==> config.mk <==
export PLATFORM = sky130hd
export DESIGN_NAME = lfr_framer
export DESIGN_NICKNAME = d
export VERILOG_FILES = /design/src/design/lfr_pkg.sv /design/src/design/lfr_framer.sv
export SDC_FILE = /design/constraint.sdc
export NUM_CORES = 1
export LEC_CHECK = 0
export BUFFER_PORTS_ARGS = -buffer_cell sky130_fd_sc_hd__buf_2
export CORE_UTILIZATION = 40
export DETAILED_ROUTE_END_ITERATION = 16
export GPL_TIMING_DRIVEN = 0
export HOLD_SLACK_MARGIN = 0.12
export PLACE_DENSITY = 0.6
export SYNTH_ARGS = -nofsm -noshare
export SYNTH_HDL_FRONTEND = slang
export SYNTH_SLANG_ARGS = --single-unit
==> constraint.sdc <==
create_clock -name clk -period 8.9 [get_ports clk]
set_input_delay 0.89 -clock clk [delete_from_list [all_inputs] [get_ports clk]]
set_output_delay 0.89 -clock clk [all_outputs]
set_load 0.02 [all_outputs]
==> src/design/lfr_pkg.sv <==
package lfr_pkg;

    localparam int BYTE_W = 8;
    localparam int SEQ_W = 32;
    localparam int EVENT_W = 3;
    localparam int SLOT_IDX_W = 3;
    localparam int WORD_IDX_W = 9;
    localparam int LANE_W = 2;
    localparam int FLEN_OUT_W = 9;
    localparam int COUNT_W = 32;

    localparam logic [BYTE_W-1:0] CH_CR = 8'h0D;
    localparam logic [BYTE_W-1:0] CH_LF = 8'h0A;
    localparam logic [BYTE_W-1:0] CH_END = 8'h5A;

    typedef enum logic [EVENT_W-1:0] {
        EV_STORED = 3'd0,
        EV_PUBLISHED = 3'd1,
        EV_BAD = 3'd2,
        EV_OVERFLOW = 3'd3,
        EV_TOO_LONG = 3'd4,
        EV_IGNORED = 3'd5,
        EV_READ = 3'd6
    } lfr_event_t;

    typedef enum logic {
        FUNC_BYTE = 1'b0,
        FUNC_READ = 1'b1
    } lfr_func_t;

    typedef struct packed {
        logic func;
        logic [BYTE_W-1:0] rx_byte;
        logic [SEQ_W-1:0] consumer_read_seq;
    } lfr_item_t;

    typedef struct packed {
        logic [EVENT_W-1:0] event_res;
        logic [SLOT_IDX_W-1:0] slot_index;
        logic [WORD_IDX_W-1:0] word_addr;
        logic [LANE_W-1:0] byte_lane;
        logic [BYTE_W-1:0] data_byte;
        logic [FLEN_OUT_W-1:0] frame_length;
        logic [COUNT_W-1:0] commands_count;
        logic [COUNT_W-1:0] overflow_count;
        logic [COUNT_W-1:0] too_long_count;
        logic [COUNT_W-1:0] bad_frame_count;
    } lfr_result_t;

endpackage

==> src/design/lfr_framer.sv <==
module lfr_framer
    import lfr_pkg::*;
#(
    parameter int RING_SLOTS = 8,
    parameter int MAX_FRAME_BYTES = 256,
    parameter int WORDS_PER_SLOT = 64
) (
    input  logic        clk,
    input  logic        rst_n,
    input  logic        step,
    input  lfr_item_t   item,
    output lfr_result_t res
);

    localparam int SLOT_W = (RING_SLOTS > 1) ? $clog2(RING_SLOTS) : 1;
    localparam int FLEN_W = $clog2(MAX_FRAME_BYTES + 1);

    logic [SEQ_W-1:0]   write_seq_reg, write_seq_next;
    logic [SLOT_W-1:0]  write_slot_reg, write_slot_next;
    logic [SEQ_W-1:0]   read_seq_reg, read_seq_next;
    logic [FLEN_W-1:0]  frame_len_reg, frame_len_next;
    logic [SLOT_W-1:0]  active_slot_reg, active_slot_next;
    logic [BYTE_W-1:0]  prev_byte_reg, prev_byte_next;
    logic               discarding_reg, discarding_next;
    logic [COUNT_W-1:0] pub_total_reg, pub_total_next;
    logic [COUNT_W-1:0] ovf_total_reg, ovf_total_next;
    logic [COUNT_W-1:0] long_total_reg, long_total_next;
    logic [COUNT_W-1:0] bad_total_reg, bad_total_next;

    lfr_event_t         ev;
    logic [SEQ_W-1:0]   used;
    logic [SLOT_W-1:0]  slot_cur;
    logic [31:0]        word_full;
    logic               blocked;

    assign used = write_seq_reg - read_seq_reg;
    assign word_full = 32'(slot_cur) * 32'(WORDS_PER_SLOT) + (32'(frame_len_reg) >> 2);

    always_comb
    begin
        write_seq_next = write_seq_reg;
        write_slot_next = write_slot_reg;
        read_seq_next = read_seq_reg;
        frame_len_next = frame_len_reg;
        active_slot_next = active_slot_reg;
        prev_byte_next = prev_byte_reg;
        discarding_next = discarding_reg;
        pub_total_next = pub_total_reg;
        ovf_total_next = ovf_total_reg;
        long_total_next = long_total_reg;
        bad_total_next = bad_total_reg;
        ev = EV_IGNORED;
        slot_cur = active_slot_reg;
        blocked = 1'b0;
        res = '0;

        if (item.func == FUNC_READ)
        begin
            read_seq_next = item.consumer_read_seq;
            ev = EV_READ;
        end
        else if (item.rx_byte == CH_CR)
        begin
            ev = EV_IGNORED;
        end
        else if (item.rx_byte == CH_LF)
        begin
            if (!discarding_reg && frame_len_reg != '0)
            begin
                if (prev_byte_reg == CH_END)
                begin
                    res.frame_length = FLEN_OUT_W'(frame_len_reg);
                    write_seq_next = write_seq_reg + 1'b1;
                    if (write_slot_reg == SLOT_W'(RING_SLOTS - 1))
                    begin
                        write_slot_next = '0;
                    end
                    else
                    begin
                        write_slot_next = write_slot_reg + 1'b1;
                    end
                    pub_total_next = pub_total_reg + 1'b1;
                    ev = EV_PUBLISHED;
                end
                else
                begin
                    bad_total_next = bad_total_reg + 1'b1;
                    ev = EV_BAD;
                end
            end
            frame_len_next = '0;
            prev_byte_next = '0;
            discarding_next = 1'b0;
        end
        else
        begin
            // first byte of a frame reserves a slot, or counts an overflow if the ring is full
            if (frame_len_reg == '0 && !discarding_reg)
            begin
                if (used >= SEQ_W'(RING_SLOTS))
                begin
                    ovf_total_next = ovf_total_reg + 1'b1;
                    discarding_next = 1'b1;
                    ev = EV_OVERFLOW;
                    blocked = 1'b1;
                end
                else
                begin
                    slot_cur = write_slot_reg;
                    active_slot_next = write_slot_reg;
                end
            end
            if (!blocked)
            begin
                if (discarding_reg)
                begin
                    ev = EV_IGNORED;
                end
                else if (frame_len_reg >= FLEN_W'(MAX_FRAME_BYTES))
                begin
                    long_total_next = long_total_reg + 1'b1;
                    discarding_next = 1'b1;
                    ev = EV_TOO_LONG;
                end
                else
                begin
                    res.word_addr = word_full[WORD_IDX_W-1:0];
                    res.byte_lane = LANE_W'(frame_len_reg);
                    res.data_byte = item.rx_byte;
                    frame_len_next = frame_len_reg + 1'b1;
                    prev_byte_next = item.rx_byte;
                    ev = EV_STORED;
                end
            end
        end

        res.event_res = ev;
        res.slot_index = SLOT_IDX_W'(active_slot_next);
        res.commands_count = pub_total_next;
        res.overflow_count = ovf_total_next;
        res.too_long_count = long_total_next;
        res.bad_frame_count = bad_total_next;
    end

    always_ff @(posedge clk or negedge rst_n)
    begin
        if (!rst_n)
        begin
            write_seq_reg <= '0;
            write_slot_reg <= '0;
            read_seq_reg <= '0;
            frame_len_reg <= '0;
            active_slot_reg <= '0;
            prev_byte_reg <= '0;
            discarding_reg <= 1'b0;
            pub_total_reg <= '0;
            ovf_total_reg <= '0;
            long_total_reg <= '0;
            bad_total_reg <= '0;
        end
        else if (step)
        begin
            write_seq_reg <= write_seq_next;
            write_slot_reg <= write_slot_next;
            read_seq_reg <= read_seq_next;
            frame_len_reg <= frame_len_next;
            active_slot_reg <= active_slot_next;
            prev_byte_reg <= prev_byte_next;
            discarding_reg <= discarding_next;
            pub_total_reg <= pub_total_next;
            ovf_total_reg <= ovf_total_next;
            long_total_reg <= long_total_next;
            bad_total_reg <= bad_total_next;
        end
    end

endmodule

==> run metrics <==
Highest Clock Rate=0.152 GHz; drt drc=0; clk_skew=roughly 0.023 ns; drt via density=5.29; Buffers on Ports=slightly above 200; status=finished clean; Slew Limit Headroom=0.403; crit path capture type=primary output; Leakage Power=about 7.8 nW; CTS tree=done; detailed placement HPWL=28,300 um; min Tclk post-route=approximately 6.6 ns; Initial Util=0.410; Max rail drop VDD=around 0.14 mV; antenna viol nets, final=0; most frequent cells in the layout=buf_2 (217), dfrtp_1 (216), xnor2_1 (205); Min Hold Slack=roughly 0.35 ns; pre-CTS WS=2.87 ns; count of state elements after synthesis=roughly 220; core area=0.0338 mm2; Clock Path Buffers=3; sequential fraction of the synthesis area=0.391; GPL Wtd Cong=0.871; Critical Path Fanout Max=5; Clk Latency, worst-skew pair=roughly 0.56 ns; Rows=67; drt initial violations=roughly 810; synth top area cells=dfrtp_1 (39%), xnor2_1 (13%), xor2_1 (5.5%); most common cell after layout, fill and taps aside=buf_2; IO Pins=slightly above 200; Total GRT Usage=0.217; Cell Area, Synth=around 0.014 mm2; layout net count=roughly 1,800; CP Data Arrival Time=about 5.7 ns; pwr dens=approximately 150 mW/mm2; post-cts gate resize count=0; antenna violations before repair=1; yosys warns=0; Worst Path Required=around 8.0 ns; top-area cell type share of the netlist area=0.391; vias in the first global route=11,500; Final setup viols=0; synthesis-to-finish area growth=18.1%; TritonCTS buffer count=27; pin count of the biggest net entering global routing=113; Wirelength per Cell=17.2 um; setup_tns=0 ns; Setup Crit Path Kind=flip-flop to primary output; Min-Delay Path Class=primary input to asynchronous set/reset pin; first-pass iteration count of the detailed router=5; Die Height=188 um; FFs w/ async S/R, synth=1.00; Max Cap Viol=0; Cell variety after synth=around 80; Avg Inst Size Synth=9.19 um2; hold_buf cts=0; die width=roughly 190 um; H-Tree Depth=1; layout cells sized above 1=0.189; Final Hold Vio Count=0; fin. max-slew vios=0; pin slew with the least headroom to its limit=between 0.8 and 0.9 ns; CTS Sinks=around 220; worst setup margin=about 2.3 ns; Mapped Cells=between 1,500 and 2,000; RSZ-0062 raised after global routing=false; Root Buffer=clkbuf_16; Detailed Route WL=between 30,000 and 40,000 um; global route total overflow=0; first-pass GRT wire length=between 60,000 and 70,000 um; EDFF count, synth=0; R2R setup slack=4.18 ns; part of the cycle the worst path needs=0.738; post-synth top area cell=dfrtp_1; vias=~12,000; CP Launch Type=flip-flop; full die area=between 0.03 and 0.04 mm2; register clock-pin slew on the reported worst setup and hold paths=~0.050 ns; Synth Net Count=approximately 1,600; commonest register cell after synthesis=dfrtp_1; setup bufs post-CTS=0
## worst max-delay path, stage by stage, from the launching register on
cell and delay (ns):
dfrtp_1 0.44, inv_1 0.09, ha_1 0.16, inv_1 0.05, fa_1 0.42, a21o_1 0.22, a221oi_2 0.47, nor3_1 0.14
o21ai_1 0.44, o21ai_0 0.17, xor2_1 0.17, nor4_1 0.52, nand3_1 0.33, nor2_1 0.24, mux2_2 0.38, ha_1 0.18
ha_1 0.19, nor3_1 0.17, and3b_1 0.20, buf_2 0.16
## Yosys cell counts (14+ instances only)
library cell,count
a21o_1,15
a21oi_1,37
and2_1,29
and3_1,53
and4_1,14
buf_1,14
buf_2,14
clkbuf_1,29
dfrtp_1,216
ha_1,42
inv_1,59
mux2_2,45
nand2_1,164
nand3_1,105
nand4_1,61
nor2_1,112
nor3_1,30
o21ai_0,24
xnor2_1,205
xor2_1,87
## power breakdown
part	switching, mW	total, mW	internal (mW)
clock	0.433	1.10	0.668
sequential	0.0256	1.04	1.01
combinational	0.175	0.279	0.104
total	0.633	2.42	1.79
## metal layers
| metal | global-route usage | up-vias | part of all wire |
|---|---|---|---|
| met5 | 0 | - | 0 |
| met2 | 0.346 | 293 | 0.45 |
| met3 | 0.0415 | 50 | 0.066 |
| li1 | - | 5687 | - |
| met4 | 0.0525 | 0 | 0.023 |
| met1 | 0.301 | 5636 | 0.46 |
## logic make-up after synthesis
family | share of synthesized area
adder cells (fa/ha/maj) | 0.0394
buffers and inverters | 0.0351
AND/OR/NAND/NOR | 0.228
XOR/XNOR | 0.185
flip-flops | 0.391
AO/OA/AOI/OAI | 0.0836
multiplexers | 0.0388
## final cells by class
type | instances | area, um2
fillers | 3305 | 17400
clock buffers | 43 | 796
inverters | 59 | 221
plain buffers | 61 | 264
flip-flops and latches | 216 | 5410
diodes | 1 | 2.50
well taps | 448 | 561
clock inverters | 5 | 92.6
repair buffers | 205 | 1060
multi-input cells | 1169 | 7950
## metrics by stage
step | utilization | instances | power [mW] | cell area, um2
4_1_cts | 0.484 | 2206 | 2.46 | 16300
3_3_place_gp | 0.456 | 2157 | 1.33 | 15400
6_report | 0.484 | 2207 | 2.42 | 16300
3_5_place_dp | 0.458 | 2158 | 1.34 | 15500
5_1_grt | 0.484 | 2206 | 2.53 | 16300
2_1_floorplan | - | 1505 | 1.23 | 13800
## worst paths after layout
kind | from | end | cells after the start
worst max-delay path | write_seq_reg[0] | res[155] | 19
worst min-delay path | rst_n | write_seq_reg[27] | 1
worst max register to register | write_seq_reg[0] | ovf_total_reg[1] | 16
worst min register to register | ovf_total_reg[31] | ovf_total_reg[31] | 1
max in group asynchronous | rst_n | bad_total_reg[25] | 2
min in group clk | ovf_total_reg[31] | ovf_total_reg[31] | 1
No activity file was read; power rests on OpenSTA's default activity.
